==> config.mk <==
export PLATFORM = sky130hd
export DESIGN_NAME = led_display_key_matrix_scanner
export DESIGN_NICKNAME = d
export VERILOG_FILES = /design/src/hdl/ldks_pkg.sv /design/src/hdl/led_display_key_matrix_scanner.sv
export VERILOG_INCLUDE_DIRS = /design/src /design/src/hdl
export SDC_FILE = /design/constraint.sdc
export NUM_CORES = 1
export LEC_CHECK = 0
export CAP_MARGIN = 40
export CORE_ASPECT_RATIO = 1.2
export CORE_UTILIZATION = 45
export CTS_CLUSTER_SIZE = 40
export DETAILED_ROUTE_END_ITERATION = 12
export DONT_BUFFER_PORTS = 1
export PLACE_DENSITY_LB_ADDON = 0.2
export SETUP_SLACK_MARGIN = 0.4
export SLEW_MARGIN = 20
export SYNTH_ARGS = -nofsm -noshare
export SYNTH_HDL_FRONTEND = slang
export SYNTH_SLANG_ARGS = --single-unit
export TNS_END_PERCENT = 20
==> constraint.sdc <==
create_clock -name clk -period 2.1 [get_ports clk]
set_input_delay 0 -clock clk [delete_from_list [all_inputs] [get_ports clk]]
set_output_delay 0 -clock clk [all_outputs]
set_load 0.02 [all_outputs]
==> src/hdl/led_display_key_matrix_scanner_defines.svh <==
// Assertion macros for the LED display and key matrix scanner.
`ifndef LED_DISPLAY_KEY_MATRIX_SCANNER_DEFINES_SVH
`define LED_DISPLAY_KEY_MATRIX_SCANNER_DEFINES_SVH

`ifndef SYNTHESIS
// Same-cycle implication, checked on every rising edge outside reset.
`define LDKS_ASSERT_NOW(label, ante, cons) \
	label: assert property (@(posedge clk) disable iff (!arst_n) (ante) |-> (cons)) \
		else $error("scanner assertion failed");
// Next-cycle implication, checked on every rising edge outside reset.
`define LDKS_ASSERT_NEXT(label, ante, cons) \
	label: assert property (@(posedge clk) disable iff (!arst_n) (ante) |=> (cons)) \
		else $error("scanner assertion failed");
`else
`define LDKS_ASSERT_NOW(label, ante, cons)
`define LDKS_ASSERT_NEXT(label, ante, cons)
`endif

`endif

==> src/hdl/ldks_pkg.sv <==
// Constants, slot codes and the bit remap function of the LED display and key scanner.
package ldks_pkg;

	// Slot codes; display slots come first, then the key columns.
	localparam logic [3:0] SLOT_LED_A      = 4'd0;
	localparam logic [3:0] SLOT_LED_B      = 4'd1;
	localparam logic [3:0] SLOT_DIGIT_L    = 4'd2;
	localparam logic [3:0] SLOT_DIGIT_M    = 4'd3;
	localparam logic [3:0] SLOT_DIGIT_R    = 4'd4;
	localparam logic [3:0] SLOT_KEY_CLEAR  = 4'd5;
	localparam logic [3:0] SLOT_KEY_COL0   = 4'd6;
	localparam logic [3:0] SLOT_KEY_COL1   = 4'd7;
	localparam logic [3:0] SLOT_KEY_COL2   = 4'd8;
	localparam logic [3:0] SLOT_KEY_COL3   = 4'd9;
	localparam logic [3:0] SLOT_KEY_LAST   = 4'd10;

	localparam int KEY_COLS = 5;

	// One-hot select bytes of the display slots, and an empty select for the key slots.
	localparam logic [7:0] SEL_LED_A   = 8'h04;
	localparam logic [7:0] SEL_LED_B   = 8'h02;
	localparam logic [7:0] SEL_DIGIT_L = 8'h80;
	localparam logic [7:0] SEL_DIGIT_M = 8'h20;
	localparam logic [7:0] SEL_DIGIT_R = 8'h40;
	localparam logic [7:0] SEL_NONE    = 8'h00;

	// Column drive bytes, one column pulled low per key slot.
	localparam logic [7:0] COL_BYTE_0 = ~8'h20;
	localparam logic [7:0] COL_BYTE_1 = ~8'h08;
	localparam logic [7:0] COL_BYTE_2 = ~8'h04;
	localparam logic [7:0] COL_BYTE_3 = ~8'h02;
	localparam logic [7:0] COL_BYTE_4 = ~8'h40;
	localparam logic [7:0] COL_BYTE_5 = ~8'h01;

	typedef logic [7:0] dest_map_t [8];

	// Destination bit of each source bit; the LED A group has only seven bits.
	localparam dest_map_t LED_A_DEST = '{8'h80, 8'h40, 8'h20, 8'h08,
		8'h10, 8'h02, 8'h01, 8'h00};
	localparam dest_map_t LED_B_DEST = '{8'h80, 8'h40, 8'h20, 8'h08,
		8'h10, 8'h02, 8'h01, 8'h04};
	localparam dest_map_t SEG_DEST   = '{8'h40, 8'h10, 8'h04, 8'h02,
		8'h08, 8'h20, 8'h80, 8'h01};

	// Moves each set source bit to the place its map gives.
	function automatic logic [7:0] remap(input logic [7:0] src, input dest_map_t dest);
		logic [7:0] v;
		v = 8'h00;
		for (int i = 0; i < 8; i++) begin
			if (src[i]) begin
				v = v | dest[i];
			end
		end
		return v;
	endfunction

	// Stream payloads.
	typedef struct packed {
		logic [5:0]  pad;
		logic [7:0]  digit_right;
		logic [7:0]  digit_middle;
		logic [7:0]  digit_left;
		logic [14:0] led_bits;
		logic [2:0]  key_lines;
	} in_item_t;

	typedef struct packed {
		logic        button_pressed;
		logic [14:0] key_map;
		logic [15:0] frame_word;
	} out_item_t;

endpackage

==> src/hdl/led_display_key_matrix_scanner.sv <==
// Top level of the multiplexed LED display and key matrix scanner.
//
// Each accepted input transaction is one scan slot and yields exactly one output
// transaction. Eleven slots form a scan: LED group A, LED group B, the left,
// middle and right digits, then six key columns. The output word carries a
// one-hot select in the high byte (all zeros in key slots) and the segment
// or column byte in the low byte. Key lines gathered over the columns are
// published with the next LED group A slot, whose own result already shows
// them. A transaction passes through an input register, then the result
// register; the slot counter and key accumulator update between the two. A
// new slot is accepted in every cycle unless the input side stalls, which it
// does only when the result register is full and not being taken.
`include "led_display_key_matrix_scanner_defines.svh"

module led_display_key_matrix_scanner import ldks_pkg::*; (
	input  logic        clk,
	input  logic        arst_n,
	input  logic        s_tvalid,
	output logic        s_tready,
	// s_tdata: key_lines[2:0], led_bits[17:3], digit_left[25:18],
	// digit_middle[33:26], digit_right[41:34], zeros[47:42]
	input  logic [47:0] s_tdata,
	output logic        m_tvalid,
	input  logic        m_tready,
	// m_tdata: frame_word[15:0], key_map[30:16], button_pressed[31]
	output logic [31:0] m_tdata
);

	in_item_t    item_s1;
	logic        valid_s1;
	out_item_t   result_q;
	logic        result_valid_q;

	logic [3:0]  slot_q;
	logic [14:0] key_acc_q;
	logic        button_acc_q;
	logic [14:0] pub_keys_q;
	logic        pub_button_q;

	logic        advance;
	logic [15:0] frame_word;
	logic [14:0] key_acc_next;
	logic        button_acc_next;
	logic [14:0] pub_keys_next;
	logic        pub_button_next;
	logic [3:0]  slot_next;
	logic [14:0] key_set;

	// The slot in the input register moves on whenever the result register frees up.
	assign advance  = valid_s1 && (!result_valid_q || m_tready);
	assign s_tready = !valid_s1 || advance;

	// Input register.
	always_ff @(posedge clk or negedge arst_n) begin
		if (!arst_n) begin
			valid_s1 <= 1'b0;
		end else if (s_tready) begin
			valid_s1 <= s_tvalid;
		end
	end

	always_ff @(posedge clk) begin
		if (s_tvalid && s_tready) begin
			item_s1 <= in_item_t'(s_tdata);
		end
	end

	// Keys pressed in the current column: each low line sets its bit.
	always_comb begin
		key_set = '0;
		for (int j = 0; j < KEY_COLS; j++) begin
			if (slot_q == SLOT_KEY_COL0 + 4'(j)) begin
				key_set[j]              = !item_s1.key_lines[0];
				key_set[j + KEY_COLS]   = !item_s1.key_lines[1];
				key_set[j + 2*KEY_COLS] = !item_s1.key_lines[2];
			end
		end
	end

	// Frame word and state update for the slot in the input register.
	always_comb begin
		key_acc_next    = key_acc_q;
		button_acc_next = button_acc_q;
		pub_keys_next   = pub_keys_q;
		pub_button_next = pub_button_q;
		frame_word      = 16'h0000;
		case (slot_q)
			SLOT_LED_A: begin
				button_acc_next = button_acc_q || !item_s1.key_lines[1];
				pub_keys_next   = key_acc_q;
				pub_button_next = button_acc_next;
				frame_word      = {SEL_LED_A,
					remap({1'b0, item_s1.led_bits[14:8]}, LED_A_DEST)};
			end
			SLOT_LED_B: begin
				frame_word = {SEL_LED_B, remap(item_s1.led_bits[7:0], LED_B_DEST)};
			end
			SLOT_DIGIT_L: begin
				frame_word = {SEL_DIGIT_L, remap(item_s1.digit_left, SEG_DEST)};
			end
			SLOT_DIGIT_M: begin
				frame_word = {SEL_DIGIT_M, remap(item_s1.digit_middle, SEG_DEST)};
			end
			SLOT_DIGIT_R: begin
				frame_word = {SEL_DIGIT_R, remap(item_s1.digit_right, SEG_DEST)};
			end
			SLOT_KEY_CLEAR: begin
				key_acc_next    = '0;
				button_acc_next = 1'b0;
				frame_word      = {SEL_NONE, COL_BYTE_0};
			end
			SLOT_KEY_COL0: begin
				key_acc_next = key_acc_q | key_set;
				frame_word   = {SEL_NONE, COL_BYTE_1};
			end
			SLOT_KEY_COL1: begin
				key_acc_next = key_acc_q | key_set;
				frame_word   = {SEL_NONE, COL_BYTE_2};
			end
			SLOT_KEY_COL2: begin
				key_acc_next = key_acc_q | key_set;
				frame_word   = {SEL_NONE, COL_BYTE_3};
			end
			SLOT_KEY_COL3: begin
				key_acc_next = key_acc_q | key_set;
				frame_word   = {SEL_NONE, COL_BYTE_4};
			end
			SLOT_KEY_LAST: begin
				key_acc_next = key_acc_q | key_set;
				frame_word   = {SEL_NONE, COL_BYTE_5};
			end
			default: begin
				frame_word = 16'h0000;
			end
		endcase
		slot_next = (slot_q >= SLOT_KEY_LAST) ? SLOT_LED_A : slot_q + 4'd1;
	end

	// Scan state, updated once per slot that moves to the result register.
	always_ff @(posedge clk or negedge arst_n) begin
		if (!arst_n) begin
			slot_q       <= SLOT_LED_A;
			key_acc_q    <= '0;
			button_acc_q <= 1'b0;
			pub_keys_q   <= '0;
			pub_button_q <= 1'b0;
		end else if (advance) begin
			slot_q       <= slot_next;
			key_acc_q    <= key_acc_next;
			button_acc_q <= button_acc_next;
			pub_keys_q   <= pub_keys_next;
			pub_button_q <= pub_button_next;
		end
	end

	// Result register.
	always_ff @(posedge clk or negedge arst_n) begin
		if (!arst_n) begin
			result_valid_q <= 1'b0;
		end else if (advance) begin
			result_valid_q <= 1'b1;
		end else if (m_tready) begin
			result_valid_q <= 1'b0;
		end
	end

	always_ff @(posedge clk) begin
		if (advance) begin
			result_q.frame_word     <= frame_word;
			result_q.key_map        <= pub_keys_next;
			result_q.button_pressed <= pub_button_next;
		end
	end

	assign m_tvalid = result_valid_q;
	assign m_tdata  = result_q;

	// The slot counter never leaves the scan.
	`LDKS_ASSERT_NOW(a_slot_in_scan, 1'b1, slot_q <= SLOT_KEY_LAST)
	// Scan state moves only with a slot.
	`LDKS_ASSERT_NEXT(a_state_holds, !advance, $stable(slot_q) && $stable(key_acc_q))
	// The clear column empties the key accumulator.
	`LDKS_ASSERT_NEXT(a_clear_column, advance && slot_q == SLOT_KEY_CLEAR, key_acc_q == '0)
	// The LED group A slot publishes the finished key map in its own result.
	`LDKS_ASSERT_NEXT(a_publish, advance && slot_q == SLOT_LED_A,
		m_tvalid && m_tdata[30:16] == $past(key_acc_q))

endmodule
==> out/qor_table.md, run 1 <==
| Quantity | This run | Unit |
|---|---|---|
| Detailed Place HPWL | 5620 | µm |
| Number of global-route vias before repair | 2988 | - |
| Net count of the finished layout | 437 | - |
| CP startpoint kind | flop | - |
| Reg clk slew, reported paths | 70 | ps |
| Skew final | 10.4 | ps |
| Standard cell area after detailed placement | 0.00482 | mm² |
| Num Clock Sinks | 109 | - |
| Result of the run | complete, no violations | - |
| Drc violations | 0 | - |
| Cell leakage power | 2.39 | nW |
| Setup_tns | 0 | ps |
| H-tree level count | 3 | - |
| Total number of yosys warnings | 0 | - |
| Quantity of I/O buffers inserted on ports | 0 | - |
| Main area contributors after synthesis | edfxtp_1, dfrtp_1, mux2_2, mux2_4, a41oi_1 | - |
| Register bit total from synthesis | 109 | - |
| Required time of the critical path | 2200 | ps |
| Pre-CTS worst setup slack | 121 | ps |
| Share of the synthesized area in the top cell type | 46.7 | % |
| Sequential area share after synthesis | 67.6 | % |
| Cell with the most instances after synthesis | edfxtp_1 | - |
| Routed WL per cell | 19.2 | µm |
| Synthesized instance count | 308 | - |
| Core Box Area | 0.00971 | mm² |
| Placement Rows | 39 | - |
| Final Routed Wirelength | 9780 | µm |
| Number of enable flip-flop cells after synthesis | 71 | - |
| Final Wtd Congestion | 0.776 | - |
| Post-route clock period utilization | 91.2 | % |
| PD cells | 1360 | mW/mm² |
| DRT iter0 DRCs | 123 | - |
| Global-route wire length before repair | 15600 | µm |
| Leading area contributor after synthesis | edfxtp_1 | - |
| Top cell types by occurrence after synthesis | edfxtp_1, dfrtp_1, mux2_2 | - |
| Horizontal die dimension | 93.9 | µm |
| Final slew viol count | 0 | - |
| Endpoint class of the critical path | flop | - |
| Maximum number of pins on one net before global-route repair | 43 | - |
| Type of the setup path with the least slack | reg -> reg | - |
| Number of failing hold endpoints at the final stage | 0 | - |
| Crit path DAT | 2020 | ps |
| Placed Instances | 428 | - |
| Worst-skew pair later-pin latency | 360 | ps |
| DRT antenna net count | 0 | - |
| Clock root buffer | clkbuf_16 | - |
| IO Pins | 86 | - |
| Num CTS Buffers | 9 | - |
| Async set-reset flop share out of synthesis | 34.9 | % |
| Initial cell density of the core | 47.0 | % |
| Global-route total usage across every layer | 19.9 | % |
| Clock tree from TritonCTS | yes | - |
| Minimum hold slack | 102 | ps |
| Peak ir drop on the vdd network | 0.000727 | V |
| Post-Synthesis Mean Instance Area | 14.8 | µm² |
| Min-Delay Path Class | in -> reg | - |
| Library cells used by synthesis | 53 | - |
| Die area | 0.0105 | mm² |
| Non-Filler Instances | 509 | - |
| Synth Cell Area | 0.00456 | mm² |
| Smallest setup slack after layout | 184 | ps |
| Die height | 112 | µm |
| Detailed-routing iteration count for the pre-antenna-repair pass | 4 | - |
| Setup repair after global routing missed its margin | true | - |
| Area of all placed cells without fillers | 0.00594 | mm² |
| Time the final worst path needs with I/O delays and setup | 1920 | ps |
| Total number of vias | 2882 | - |
| Number of maximum-capacitance constraint violations | 0 | - |
| Highest achievable clock rate | 522 | MHz |
| Layout overhead on the synthesized area | 30.2 | % |
| Share of cells above drive strength 1 | 26.7 | % |
| Grt ovf | 0 | - |
| Number of diodes | 0 | - |
| CTS Buffer Depth | 2 | - |
| Predominant post-synthesis flop cell | edfxtp_1 | - |
| Vias/cell | 5.66 | - |
| Final setup violating endpoints | 0 | - |
| Worst Path Max Fanout | 7 | - |
| Number of antenna violations at the first check in global routing | 0 | - |
-- final cells by class --
cell class              instances  area (µm²)
inverters                      10        42.5
flip-flops and latches        109        3080
clock buffers                   9         225
well taps                     123         154
fillers                       738        3770
clock inverters                 7        97.6
repair buffers                 86         878
multi-input cells             165        1460
-- routing by layer --
layer / part of all wire [%] / routed length [µm] / GRT usage (%)
met1: 39 / 3780 / 22.3
met5: 0 / 0 / 0
met3: 3.9 / 381 / 3.73
met2: 56 / 5440 / 36.1
met4: 1.9 / 182 / 8.92
-- where the power goes --
group          switching, W  internal, W
Combinational       0.00129      0.00150
Sequential         0.000500      0.00293
Clock              0.000786      0.00105
-- cells by family after synthesis --
family | synth area share, %
AO/OA/AOI/OAI | 12.8
adder cells (fa/ha/maj) | 1.10
buffers and inverters | 3.67
flip-flops | 67.6
multiplexers | 8.91
other | 0.0822
AND/OR/NAND/NOR | 5.87
-- final timing paths --
| check | from | end | cells after the start | slack (ps) |
|---|---|---|---|---|
| min in group asynchronous | arst_n | slot_q[2]$_DFFE_PN0P_ | 2 | 110 |
| min | m_tready | m_tvalid$_DFFE_PN0P_ | 2 | 100 |
| max | slot_q[1]$_DFFE_PN0P_ | m_tdata[25]$_DFFE_PP_ | 7 | 180 |
| max in group asynchronous | arst_n | slot_q[1]$_DFFE_PN0P_ | 2 | 1780 |
| max reg2reg | slot_q[1]$_DFFE_PN0P_ | m_tdata[25]$_DFFE_PP_ | 7 | 180 |
| min reg2reg | pub_keys_q[2]$_DFFE_PN0P_ | pub_keys_q[2]$_DFFE_PN0P_ | 1 | 510 |
-- state kept, by name, summed over array words and instances (netlist names) --
| signal | cells |
|---|---|
| item_s1 | 42 |
| m_tdata | 29 |
| key_acc_q | 15 |
| pub_keys_q | 15 |
| slot_q | 4 |
| button_acc_q | 1 |
| m_tvalid | 1 |
| pub_button_q | 1 |
| valid_s1 | 1 |
-- per-stage QoR --
stage | power [W] | util [%]
2_1_floorplan | 0.00499 | -
3_3_place_gp | 0.00554 | 49.7
3_5_place_dp | 0.00560 | 49.7
4_1_cts | 0.00790 | 60.3
5_1_grt | 0.00846 | 61.2
6_report | 0.00806 | 61.2
-- repair_timing --
item,in CTS,in global routing
gates cloned,2,1
resized for setup,17,15
hold buffers,46,0
endpoints found under the hold margin,81,0
setup buffers,16,0
pin swaps,1,3
endpoints found under the setup margin,52,72
-- placed cells by master, fill, tap and decap left out, drive strengths merged, types with 9 or more instances in the layout --
cell         count
a21oi           20
a41oi           16
buf             41
clkbuf           9
dfrtp           38
dlygate4sd3     45
edfxtp          71
inv             11
mux2            31
nand2            9
-- worst max-delay path, cell delays in order (launching register included) --
cell and delay [ps]:
dfrtp_2 430, inv_2 80, ha_4 130, or3b_4 390
clkinv_4 70, buf_8 130, buf_12 140, mux2_4 300
No activity file was read; power rests on OpenSTA's default activity.
==> run 2, diff against run 1 <==
PLACE_DENSITY_LB_ADDON = default   (was 0.2)
==> run 2 against run 1 <==
Compared with the run above:
- fmax increased by 0.41%
- core utilization is 1.6 points lower
- via count is 2.6% lower
- count of clock-buffer cells in the layout stayed put
- first-iteration DRC count grew 34%
- critical path depth unchanged
- power fell by 5.6%
- combinational power decreased by 9.3%
- final area fell by 2.7%
- global-route usage decreased by 0.42 points
- largest cell class unchanged
- sequential share of layout area is 1.4 points higher
==> out/qor_table.md, run 2 (synthesis results as in run 1) <==
| Quantity | This run | Unit |
|---|---|---|
| Number of failing hold endpoints at the final stage | 0 | - |
| Number of antenna violations at the first check in global routing | 0 | - |
| Final slew viol count | 0 | - |
| DRT iter0 DRCs | 165 | - |
| Maximum number of pins on one net before global-route repair | 43 | - |
| Num Clock Sinks | 109 | - |
| Quantity of I/O buffers inserted on ports | 0 | - |
| H-tree level count | 3 | - |
| Power spent charging and discharging nets | 0.00243 | W |
| Cell leakage power | 2.33 | nW |
| Clock tree from TritonCTS | yes | - |
| Global-route wire length before repair | 15400 | µm |
| Type of the setup path with the least slack | reg -> reg | - |
| Switching share of total power | 32.0 | % |
| Post-route clock period utilization | 90.8 | % |
| Min-Delay Path Class | in -> async | - |
| Worst Path Max Fanout | 8 | - |
| Sequence of cells on the critical path | inv_4 -> ha_4 -> or3b_4 -> clkinv_4 -> buf_4 -> buf_16 -> mux2_4 | - |
| Commonest non-fill, non-tap cell in the layout | edfxtp_1 | - |
| Wire length on met1 | 3710 | µm |
| Crit path max-delay family | flip-flops | - |
| Grt ovf | 0 | - |
| Num CTS Buffers | 9 | - |
| Number of maximum-capacitance constraint violations | 0 | - |
| Core Box Area | 0.00971 | mm² |
| Die height | 112 | µm |
| Required time of the critical path | 2190 | ps |
| Slowest cell on crit path | dfrtp_2 | - |
| Horizontal die dimension | 93.9 | µm |
| Final Wtd Congestion | 0.762 | - |
| Total length of routed met3 wires | 402 | µm |
| Placement Rows | 39 | - |
| Total number of vias | 2807 | - |
| Share of cells above drive strength 1 | 24.5 | % |
| Global-route total usage across every layer | 19.5 | % |
| Number of global-route vias before repair | 3017 | - |
| Crit path buf inv count | 4 | - |
| Met2 Routed Length | 4930 | µm |
| CTS Buffer Depth | 2 | - |
| Top layer reached by signal wires | met4 | - |
| Routed WL per cell | 18.5 | µm |
| CP peak stage delay | 430 | ps |
| Register with the highest flop count | item_s1 | - |
| Layout overhead on the synthesized area | 26.8 | % |
| Combinational share of power | 33.2 | % |
| Setup_tns | 0 | ps |
| Final Routed Wirelength | 9210 | µm |
| Vias/cell | 5.63 | - |
| DRT antenna net count | 0 | - |
| Net count of the finished layout | 427 | - |
| CP startpoint kind | flop | - |
| Multi-input combinational cell area | 0.00141 | mm² |
| IO Pins | 86 | - |
| Number of fillers in the final layout | 759 | - |
| Detailed-routing iteration count for the pre-antenna-repair pass | 4 | - |
| Crit path DAT | 2000 | ps |
| Seq pwr share | 45.1 | % |
| Setup repair after global routing missed its margin | true | - |
| Storage cell area | 0.00308 | mm² |
| Clock network fraction of design power | 21.7 | % |
| Detailed Place HPWL | 5410 | µm |
| Endpoint class of the critical path | flop | - |
| Result of the run | complete, no violations | - |
| Commonest cells after routing, fill and taps aside | edfxtp_1, dlygate4sd3_1, dfrtp_1, buf_4 | - |
| Skew final | 7.86 | ps |
| Reg clk slew, reported paths | 70 | ps |
| Worst-skew pair later-pin latency | 340 | ps |
| Max reg flops | 42 | - |
| Time the final worst path needs with I/O delays and setup | 1910 | ps |
| Peak ir drop on the vdd network | 0.000591 | V |
| PD cells | 1320 | mW/mm² |
| Clock root buffer | clkbuf_16 | - |
| Drc violations | 0 | - |
| Number of diodes | 0 | - |
| Initial cell density of the core | 47.0 | % |
| Final setup violating endpoints | 0 | - |
| Highest achievable clock rate | 524 | MHz |
| Die area | 0.0105 | mm² |
| Minimum hold slack | 122 | ps |
| Internal | 0.00518 | W |
## run 2: cell count changes in the layout (fill, tap and decap cells not counted), sizes merged
cell	previous run	this run
buf	41	31
clkinv	2	7
clkinvlp	2	0
inv	11	9
bufinv	2	1
## run 2: path summary, 6_finish.rpt
kind	startpoint	end	slack, ps	depth (start not counted)
worst max-delay path	slot_q[1]$_DFFE_PN0P_	m_tdata[26]$_DFFE_PP_	190	7
worst min-delay path	arst_n	pub_keys_q[10]$_DFFE_PN0P_	120	2
worst max register to register	slot_q[1]$_DFFE_PN0P_	m_tdata[26]$_DFFE_PP_	190	7
worst min register to register	pub_keys_q[3]$_DFFE_PN0P_	pub_keys_q[3]$_DFFE_PN0P_	500	1
max in group asynchronous	arst_n	slot_q[1]$_DFFE_PN0P_	1770	2
min in group clk	m_tready	m_tvalid$_DFFE_PN0P_	170	2
## run 2: metal layers
layer,GRT usage (%),vias to the layer above
met1,23.2,1391
li1,-,1316
met2,34.1,85
met3,3.79,15
met5,0,-
met4,8.00,0
## run 2: repair_timing
item | CTS | global route
gates cloned | 2 | 0
pin swaps | 1 | 1
hold endpoints to repair | 81 | 0
hold buffers | 46 | 0
endpoints found under the setup margin | 53 | 85
gates resized for setup | 10 | 6
setup buffers | 11 | 1
## run 2: cell type report
type                            count  area share (%)
Multi-Input combinational cell    165            24.3
Sequential cell                   109            53.3
Tap cell                          123            2.66
Inverter                           10           0.779
Clock inverter                      7            1.15
Timing Repair Buffer               76            13.9
Clock buffer                        9            3.89
## run 2: power by group through the flow
stage	sequential, W	clock, W	combinational [W]
floorplan	0.00337	0	0.00162
global placement	0.00347	0	0.00204
detailed placement	0.00348	0	0.00208
CTS	0.00343	0.00168	0.00246
global route	0.00350	0.00177	0.00276
finish	0.00343	0.00165	0.00253
## run 2: worst reg2reg max path, stage by stage, from the launching register on
cell      delay (ps)
dfrtp_2          430
inv_4             80
ha_4             120
or3b_4           390
clkinv_4          70
buf_4            130
buf_16           140
mux2_4           300
## run 2: per-stage QoR
stage	worst slack [ps]	std cells	utilization, %	cell area (µm²)	total power (W)
2_1_floorplan	252	310	-	4620	0.00499
3_3_place_gp	168	423	49.5	4810	0.00551
3_5_place_dp	42.0	423	49.5	4810	0.00557
4_1_cts	187	498	59.2	5750	0.00758
5_1_grt	145	499	59.6	5790	0.00803
6_report	192	499	59.6	5790	0.00761
